[src/rtl/sync_length_crc_frame_parser_macros.svh]
// Assertion macros used by the frame parser RTL.
// Each macro expects clk_i and rst_ni in the scope where it is used.
`ifndef SYNC_LENGTH_CRC_FRAME_PARSER_MACROS_SVH
`define SYNC_LENGTH_CRC_FRAME_PARSER_MACROS_SVH

// Same-cycle implication, checked outside reset.
`define SLCFP_ASSERT_NOW(lbl, ante, cons, msg) \
  lbl: assert property (@(posedge clk_i) disable iff (!rst_ni) (ante) |-> (cons)) \
    else $error(msg);

// Next-cycle implication, checked outside reset.
`define SLCFP_ASSERT_NEXT(lbl, ante, cons, msg) \
  lbl: assert property (@(posedge clk_i) disable iff (!rst_ni) (ante) |=> (cons)) \
    else $error(msg);

`endif

[src/rtl/slcfp_pkg.sv]
// Shared types and constants of the sync/length/CRC frame parser.
// No dependencies.
`timescale 1ns / 1ps
`default_nettype none

package slcfp_pkg;

  localparam logic [7:0]  SYNC0    = 8'hA5;
  localparam logic [7:0]  SYNC1    = 8'h5A;
  localparam logic [15:0] CRC_POLY = 16'h1021;
  localparam logic [15:0] CRC_INIT = 16'hFFFF;
  localparam logic [15:0] CRC_TOP  = 16'h8000;

  localparam logic KIND_PAYLOAD = 1'b0;
  localparam logic KIND_VERDICT = 1'b1;

  typedef enum logic [6:0] {
    PH_SYNC0 = 7'b0000001,
    PH_SYNC1 = 7'b0000010,
    PH_LEN0  = 7'b0000100,
    PH_LEN1  = 7'b0001000,
    PH_PAY   = 7'b0010000,
    PH_CRC0  = 7'b0100000,
    PH_CRC1  = 7'b1000000
  } phase_e;

  typedef struct packed {
    logic        out_kind;
    logic [7:0]  payload_byte;
    logic [9:0]  byte_index;
    logic [10:0] frame_len;
    logic        crc_ok;
    logic [15:0] received_crc;
  } res_t;

endpackage

`default_nettype wire

[src/rtl/slcfp_if.sv]
// Valid/ready stream interfaces for the frame parser input and result channels.
// No dependencies.
`timescale 1ns / 1ps
`default_nettype none

interface slcfp_in_if;
  logic       valid;
  logic       ready;
  logic [7:0] rx_byte;

  modport source (output valid, output rx_byte, input ready);
  modport sink (input valid, input rx_byte, output ready);
endinterface

interface slcfp_out_if;
  logic        valid;
  logic        ready;
  logic        out_kind;
  logic [7:0]  payload_byte;
  logic [9:0]  byte_index;
  logic [10:0] frame_len;
  logic        crc_ok;
  logic [15:0] received_crc;

  modport source (output valid, output out_kind, output payload_byte, output byte_index,
                  output frame_len, output crc_ok, output received_crc, input ready);
  modport sink (input valid, input out_kind, input payload_byte, input byte_index,
                input frame_len, input crc_ok, input received_crc, output ready);
endinterface

`default_nettype wire

[src/rtl/slcfp_crc16.sv]
// One-byte CRC16-CCITT update (poly 0x1021, MSB first), purely combinational.
// Depends on slcfp_pkg.
`timescale 1ns / 1ps
`default_nettype none

module slcfp_crc16 (
  input  wire logic [15:0] crc_i,
  input  wire logic [7:0]  data_i,
  output logic      [15:0] crc_o
);
  import slcfp_pkg::*;

  logic [15:0] c;

  always_comb begin
    c = crc_i ^ {data_i, 8'h00};
    for (int i = 0; i < 8; i++) begin
      if ((c & CRC_TOP) != 16'h0000) begin
        c = (c << 1) ^ CRC_POLY;
      end else begin
        c = c << 1;
      end
    end
    crc_o = c;
  end

endmodule

`default_nettype wire

[src/rtl/slcfp_parse.sv]
// Input register and framing state machine of the frame parser.
// Depends on slcfp_pkg, slcfp_crc16 and the assertion macro header.
`timescale 1ns / 1ps
`default_nettype none
`include "sync_length_crc_frame_parser_macros.svh"

module slcfp_parse #(
  parameter int MAX_LEN = 1024
) (
  input  wire logic              clk_i,
  input  wire logic              rst_ni,
  input  wire logic              in_valid_i,
  input  wire logic [7:0]        in_byte_i,
  output logic                   in_ready_o,
  input  wire logic              slot_free_i,
  output logic                   res_valid_o,
  output slcfp_pkg::res_t        res_o
);
  import slcfp_pkg::*;

  localparam int LEN_W = $clog2(MAX_LEN + 1);

  logic             s1_valid_q;
  logic [7:0]       s1_byte_q;
  phase_e           phase_q, phase_d;
  logic [7:0]       len_lo_q, len_lo_d;
  logic [LEN_W-1:0] len_q, len_d;
  logic [LEN_W-1:0] cnt_q, cnt_d;
  logic [15:0]      crc_q, crc_d;
  logic [7:0]       crc_lo_q, crc_lo_d;
  logic [15:0]      crc_next;
  logic [15:0]      len_full;
  logic [15:0]      len_ext;
  logic [15:0]      cnt_ext;
  logic [15:0]      rx_crc;
  logic             emits;
  logic             adv;

  slcfp_crc16 u_crc (
    .crc_i  (crc_q),
    .data_i (s1_byte_q),
    .crc_o  (crc_next)
  );

  assign emits      = (phase_q == PH_PAY) || (phase_q == PH_CRC1);
  assign adv        = s1_valid_q && (!emits || slot_free_i);
  assign in_ready_o = !s1_valid_q || adv;

  assign len_full = {s1_byte_q, len_lo_q};
  assign len_ext  = 16'(len_q);
  assign cnt_ext  = 16'(cnt_q);
  assign rx_crc   = {s1_byte_q, crc_lo_q};

  always_comb begin
    phase_d  = phase_q;
    len_lo_d = len_lo_q;
    len_d    = len_q;
    cnt_d    = cnt_q;
    crc_d    = crc_q;
    crc_lo_d = crc_lo_q;
    res_o    = '0;
    res_o.frame_len = len_ext[10:0];
    unique case (phase_q)
      PH_SYNC0: begin
        if (s1_byte_q == SYNC0) begin
          phase_d = PH_SYNC1;
        end
      end
      PH_SYNC1: begin
        // A wrong second byte is not retried as a first sync byte.
        phase_d = (s1_byte_q == SYNC1) ? PH_LEN0 : PH_SYNC0;
      end
      PH_LEN0: begin
        len_lo_d = s1_byte_q;
        phase_d  = PH_LEN1;
      end
      PH_LEN1: begin
        len_d = LEN_W'(len_full);
        cnt_d = '0;
        crc_d = CRC_INIT;
        if ({1'b0, len_full} > 17'(MAX_LEN)) begin
          phase_d = PH_SYNC0;
        end else if (len_full == 16'h0000) begin
          phase_d = PH_CRC0;
        end else begin
          phase_d = PH_PAY;
        end
      end
      PH_PAY: begin
        res_o.out_kind     = KIND_PAYLOAD;
        res_o.payload_byte = s1_byte_q;
        res_o.byte_index   = cnt_ext[9:0];
        crc_d = crc_next;
        cnt_d = cnt_q + 1'b1;
        if (cnt_d == len_q) begin
          phase_d = PH_CRC0;
        end
      end
      PH_CRC0: begin
        crc_lo_d = s1_byte_q;
        phase_d  = PH_CRC1;
      end
      PH_CRC1: begin
        res_o.out_kind     = KIND_VERDICT;
        res_o.crc_ok       = (crc_q == rx_crc);
        res_o.received_crc = rx_crc;
        phase_d = PH_SYNC0;
      end
      default: begin
        phase_d = PH_SYNC0;
      end
    endcase
  end

  assign res_valid_o = adv && emits;

  always_ff @(posedge clk_i or negedge rst_ni) begin
    if (!rst_ni) begin
      s1_valid_q <= 1'b0;
      phase_q    <= PH_SYNC0;
      len_lo_q   <= '0;
      len_q      <= '0;
      cnt_q      <= '0;
      crc_q      <= CRC_INIT;
      crc_lo_q   <= '0;
    end else begin
      if (in_ready_o) begin
        s1_valid_q <= in_valid_i;
      end
      if (adv) begin
        phase_q  <= phase_d;
        len_lo_q <= len_lo_d;
        len_q    <= len_d;
        cnt_q    <= cnt_d;
        crc_q    <= crc_d;
        crc_lo_q <= crc_lo_d;
      end
    end
  end

  always_ff @(posedge clk_i) begin
    if (in_ready_o && in_valid_i) begin
      s1_byte_q <= in_byte_i;
    end
  end

  `SLCFP_ASSERT_NOW(a_res_phase, res_valid_o,
    (phase_q == PH_PAY) || (phase_q == PH_CRC1), "result outside payload or CRC phase")
  `SLCFP_ASSERT_NOW(a_cnt_below_len, phase_q == PH_PAY,
    cnt_q < len_q, "payload counter reached the declared length")
  `SLCFP_ASSERT_NEXT(a_verdict_rehunt, adv && (phase_q == PH_CRC1),
    phase_q == PH_SYNC0, "parser did not return to hunting after a verdict")

endmodule

`default_nettype wire

[src/rtl/sync_length_crc_frame_parser.sv]
// The parser takes one received byte per item and can accept a byte in every cycle; a byte
// passes an input register and, if it yields a result, the result register, so a payload
// byte or verdict is offered on the result channel once its byte has passed the input
// register. The rate is set by the combinational CRC16 byte update between those
// registers. Input stalls only when the byte in the input register yields a result and the
// result register is still held.
// Frames longer than MAX_LEN are dropped without a result; consumers discard payload
// bytes of frames whose verdict reports crc_ok low.
// Top level; depends on slcfp_pkg, slcfp_if and slcfp_parse.
`timescale 1ns / 1ps
`default_nettype none

module sync_length_crc_frame_parser #(
  parameter int MAX_LEN = 1024
) (
  input  wire logic   clk_i,
  input  wire logic   rst_ni,
  slcfp_in_if.sink    rx_i,
  slcfp_out_if.source res_o
);
  import slcfp_pkg::*;

  logic res_valid;
  res_t res;
  logic slot_free;
  logic out_valid_q, out_valid_d;
  res_t out_q;

  assign slot_free = !out_valid_q || res_o.ready;

  slcfp_parse #(
    .MAX_LEN (MAX_LEN)
  ) u_parse (
    .clk_i       (clk_i),
    .rst_ni      (rst_ni),
    .in_valid_i  (rx_i.valid),
    .in_byte_i   (rx_i.rx_byte),
    .in_ready_o  (rx_i.ready),
    .slot_free_i (slot_free),
    .res_valid_o (res_valid),
    .res_o       (res)
  );

  assign out_valid_d = res_valid || (out_valid_q && !res_o.ready);

  always_ff @(posedge clk_i or negedge rst_ni) begin
    if (!rst_ni) begin
      out_valid_q <= 1'b0;
    end else begin
      out_valid_q <= out_valid_d;
    end
  end

  always_ff @(posedge clk_i) begin
    if (res_valid) begin
      out_q <= res;
    end
  end

  assign res_o.valid        = out_valid_q;
  assign res_o.out_kind     = out_q.out_kind;
  assign res_o.payload_byte = out_q.payload_byte;
  assign res_o.byte_index   = out_q.byte_index;
  assign res_o.frame_len    = out_q.frame_len;
  assign res_o.crc_ok       = out_q.crc_ok;
  assign res_o.received_crc = out_q.received_crc;

endmodule

`default_nettype wire
[src/flat_wrapper.sv]
// flat-port wrapper written by rule: the top's interface ports become plain ports
module sync_length_crc_frame_parser_flat import slcfp_pkg::*;
#(
  parameter int MAX_LEN = 1024
)
  (clk_i, rst_ni, rx_i_valid, rx_i_rx_byte, rx_i_ready, res_o_valid, res_o_out_kind, res_o_payload_byte, res_o_byte_index, res_o_frame_len, res_o_crc_ok, res_o_received_crc, res_o_ready);
  slcfp_in_if rx_i_i ();
  slcfp_out_if res_o_i ();
  input  wire logic clk_i;
  input  wire logic rst_ni;
  input wire logic [$bits(rx_i_i.valid)-1:0] rx_i_valid;
  input wire logic [$bits(rx_i_i.rx_byte)-1:0] rx_i_rx_byte;
  output wire logic [$bits(rx_i_i.ready)-1:0] rx_i_ready;
  output wire logic [$bits(res_o_i.valid)-1:0] res_o_valid;
  output wire logic [$bits(res_o_i.out_kind)-1:0] res_o_out_kind;
  output wire logic [$bits(res_o_i.payload_byte)-1:0] res_o_payload_byte;
  output wire logic [$bits(res_o_i.byte_index)-1:0] res_o_byte_index;
  output wire logic [$bits(res_o_i.frame_len)-1:0] res_o_frame_len;
  output wire logic [$bits(res_o_i.crc_ok)-1:0] res_o_crc_ok;
  output wire logic [$bits(res_o_i.received_crc)-1:0] res_o_received_crc;
  input wire logic [$bits(res_o_i.ready)-1:0] res_o_ready;
  assign rx_i_i.valid = rx_i_valid;
  assign rx_i_i.rx_byte = rx_i_rx_byte;
  assign rx_i_ready = rx_i_i.ready;
  assign res_o_valid = res_o_i.valid;
  assign res_o_out_kind = res_o_i.out_kind;
  assign res_o_payload_byte = res_o_i.payload_byte;
  assign res_o_byte_index = res_o_i.byte_index;
  assign res_o_frame_len = res_o_i.frame_len;
  assign res_o_crc_ok = res_o_i.crc_ok;
  assign res_o_received_crc = res_o_i.received_crc;
  assign res_o_i.ready = res_o_ready;
  sync_length_crc_frame_parser #(.MAX_LEN(MAX_LEN)) u_core (.clk_i(clk_i), .rst_ni(rst_ni), .rx_i(rx_i_i), .res_o(res_o_i));
endmodule
[config.mk]
export PLATFORM = sky130hd
export DESIGN_NAME = sync_length_crc_frame_parser_flat
export DESIGN_NICKNAME = d
export VERILOG_FILES = /design/src/rtl/slcfp_pkg.sv /design/src/rtl/slcfp_if.sv /design/src/rtl/slcfp_crc16.sv /design/src/rtl/slcfp_parse.sv /design/src/rtl/sync_length_crc_frame_parser.sv /design/src/flat_wrapper.sv
export VERILOG_INCLUDE_DIRS = /design/src /design/src/rtl
export SDC_FILE = /design/constraint.sdc
export NUM_CORES = 1
export LEC_CHECK = 0
export ABC_AREA = 1
export BUFFER_PORTS_ARGS = -buffer_cell sky130_fd_sc_hd__buf_2
export CAP_MARGIN = 20
export CORE_MARGIN = 5
export CORE_UTILIZATION = 50
export DETAILED_ROUTE_END_ITERATION = 8
export PLACE_DENSITY = 0.74
export SYNTH_ARGS = -nofsm -noshare
export SYNTH_HDL_FRONTEND = slang
export SYNTH_SLANG_ARGS = --single-unit
[constraint.sdc]
create_clock -name clk_i -period 3.65 [get_ports clk_i]
set_input_delay 1.095 -clock clk_i [delete_from_list [all_inputs] [get_ports clk_i]]
set_output_delay 1.095 -clock clk_i [all_outputs]
set_load 0.02 [all_outputs]
==> results.yml <==
die:
  chipHeight_um: 113
  coreArea_mm2: 0.0104
  rows: 37
  die_area_mm2: 0.0128
  die_w_um: 113
  ios: 61
  start_util_pct: 51.3
detailed_routing:
  wl_met2_mm: 5.55
  wl_per_cell_um: 14.8
  met1Wirelength_mm: 4.67
  vias: 3889
  dr.first_iter.drc_count: 241
  top_layer: "met4"
  drtAntennaViolNets: 0
  drt_first_pass_iters: 5
  wl_mm: 11.1
  dr_wl_met3_um: 672
  drc_errors: 0
  routed_via_density: 5.20
logic_synthesis:
  syn_inst: 529
  synth_top_family_by_area: "simple AND/OR/NAND/NOR gates"
  synth_top_area_share_pct: 31.1
  ys_ff_latch: 118
  synth_cell_types: 39
  synth_top_area_cell: "edfxtp_1"
  synth-compound-area-share_pct: 7.56
  synthSimpleGateAreaFrac_pct: 20.4
  synth_xor_area_share_pct: 4.45
  yosys_warnings: 0
  syn_avg_cell_area_um2: 10.0
  yosysSeqAreaShare_pct: 61.1
  syn-cell-area_mm2: 0.00532
  synth_nets: 542
  synth_fa_ha_area_share_pct: 0.235
  synth.area.top_cells: "edfxtp_1, dfrtp_1, dfstp_2"
  yosys-mux-area-fraction_pct: 0
hold_path:
  worstHoldPathType: "flop to flop"
  hp-start: "u_core.u_parse.crc_q[14]$_DFFE_PN1P_"
  hold_end: "u_core.u_parse.crc_q[14]$_DFFE_PN1P_"
  hold_depth: 2
run:
  cap_viol_max_count: 0
timing:
  fmax_mhz: 311
  post-route-min-period_ns: 3.21
  tightest_slew_ns: 0.723
  setup_viol: 0
  relSlewSlack_pct: 51.8
  slew_viol_final: 0
  rsz0062_at_grt: "false"
  hold_viol: 0
  layout_setup_ws_ns: 0.435
  clock_skew_ns: 0.00980
  fin_crit_sh_pct: 88.1
  tns_ns: 0
finish:
  nNetsFinal: 612
  drive_gt1_share_pct: 23.0
  n_antenna_cell: 0
  syn2layout_area_growth_pct: 19.0
  layout_common_cells: "nand2_1, inv_1, buf_2"
  mostFrequentLayoutCell: "nand2_1"
placement:
  pre_cts_ws_ns: 0.887
  hpwlAfterDp_mm: 7.78
  place.gp.congestion: 0.883
  io_buffers: 60
clocking:
  ctsRootBufferMaster: "clkbuf_8"
  clkTransAtPathRegs_ns: 0.06
  htree_num_levels: 4
  tritoncts: "yes"
  insertion_delay_ns: 0.52
  post-cts-setup-buffer-count: 0
  cts_resized: 0
  clk_path_buf_depth: 2
  cts_hold_buf: 0
  cts.sinks: 118
  cts_buffers: 17
global_routing:
  grt_overflow_total: 0
  grt_max_degree: 35
  grt_usage_pct: 18.7
  antenna_found_initial: 0
  grt_pass1_wl_mm: 18.6
  grt_pass1_vias: 3771
worst_setup_path:
  max_stage_delay_ns: 0.56
  reg2reg_from: "u_core.u_parse.phase_q[0]$_DFFE_PN1P_"
  required_ns: 2.55
  worst-r2r-cell-count: 13
  r2r_end: "u_core.res_o.frame_len[9]$_DFFE_PP_"
  crit_path_start_kind: "flop"
  critPathMaxFanout: 21
  crit_arrival_ns: 2.12
  cpMaxStageDelayCell: "dfstp_2"
  path_cells: "inv_2 -> nand2_2 -> inv_2 -> nand2_2 -> nor2_2 -> inv_2 -> nand2_4 -> nand3_1 -> buf_2"
  crit_top_cell: "inv_2"
  path_class: "flop to output pin"
  r2r_setup_slack_ns: 1.01
  critPathCaptureType: "output pin"
power_and_ir_drop:
  p_per_area_mw_per_mm2: 533
  ir_drop_mv: 0.398
  total_power_uw: 3370
  p_leak_uw: 0.00290
status:
  status: "completed"
==> area by class of cell <==
type                    count  area [µm²]
flip-flops and latches    118        3250
well taps                 136         170
repair buffers             63         335
clock inverters            14         160
multi-input cells         330        1740
inverters                  69         259
clock buffers              18         418
fillers                   869        4040
==> worst max-delay path by stage <==
stage	from	to	slack, ns	cells after the start
final	u_core.u_parse.phase_q[0]$_DFFE_PN1P_	rx_i_ready	0.44	9
after global routing	u_core.u_parse.phase_q[0]$_DFFE_PN1P_	rx_i_ready	0.28	9
after CTS	u_core.u_parse.phase_q[0]$_DFFE_PN1P_	rx_i_ready	0.42	9
after detailed placement	res_o_ready	rx_i_ready	0.89	4
after global placement	res_o_ready	rx_i_ready	0.90	4
after floorplan	res_o_ready	u_core.res_o.byte_index[0]$_SDFFCE_PP0P_	0.91	6
==> synth_stat cells (all sizes together) <==
master   number
nand3b        3
o21ai        35
o22a          3
inv          69
xor2         12
nor4          6
a21oi         1
a2bb2oi       7
a32oi         1
nand3        34
o22ai         8
a22oi         3
or2           2
buf          10
nor2         62
xnor2        15
ha            1
dfstp        17
dfrtp        46
o21a          3
edfxtp       55
nand4         8
clkbuf        2
nand2       121
nor3          5
==> cells by family after synthesis <==
group	after synthesis
buf+inv	81
compound gates	61
xor+xnor	27
flops	118
fa+ha+maj	1
simple gates	241
==> worst max-delay path, delay by kind of cell, from the launching register on <==
family | cells | cell delay, ns
buf+inv | 4 | 0.63
flops | 1 | 0.56
simple gates | 5 | 0.41
==> state kept, by name, indices dropped and copies added, names as in the netlist <==
signal,cells
u_core.res_o.received_crc,16
u_core.u_parse.crc_q,16
u_core.res_o.frame_len,11
u_core.u_parse.cnt_q,11
u_core.u_parse.len_q,11
u_core.res_o.byte_index,10
u_core.res_o.payload_byte,8
u_core.u_parse.crc_lo_q,8
u_core.u_parse.len_lo_q,8
u_core.u_parse.s1_byte_q,8
u_core.u_parse.phase_q,7
u_core.res_o.crc_ok,1
u_core.res_o.out_kind,1
u_core.res_o.valid,1
u_core.u_parse.s1_valid_q,1
==> stage by stage <==
step           std cells  instance area, µm²  util (%)  hold WS [ns]
3_5_place_dp         716                5750      55.4         0.469
5_1_grt              748                6330      61.0         0.489
2_1_floorplan        529                5320         -         0.441
6_report             748                6330      61.0         0.478
3_3_place_gp         716                5750      55.4         0.456
4_1_cts              748                6330      61.0         0.482
==> power by group <==
| group | internal (µW) | switching (µW) |
|---|---|---|
| Sequential | 1420 | 29.8 |
| Combinational | 106 | 210 |
| Clock | 1030 | 572 |
| Total | 2560 | 813 |
==> layer usage <==
layer | track usage, % | vias to the layer above
li1 | - | 1892
met1 | 23.6 | 1849
met2 | 30.8 | 133
met3 | 4.97 | 15
met4 | 7.13 | 0
met5 | 0 | -
No activity file was read; power rests on OpenSTA's default activity.
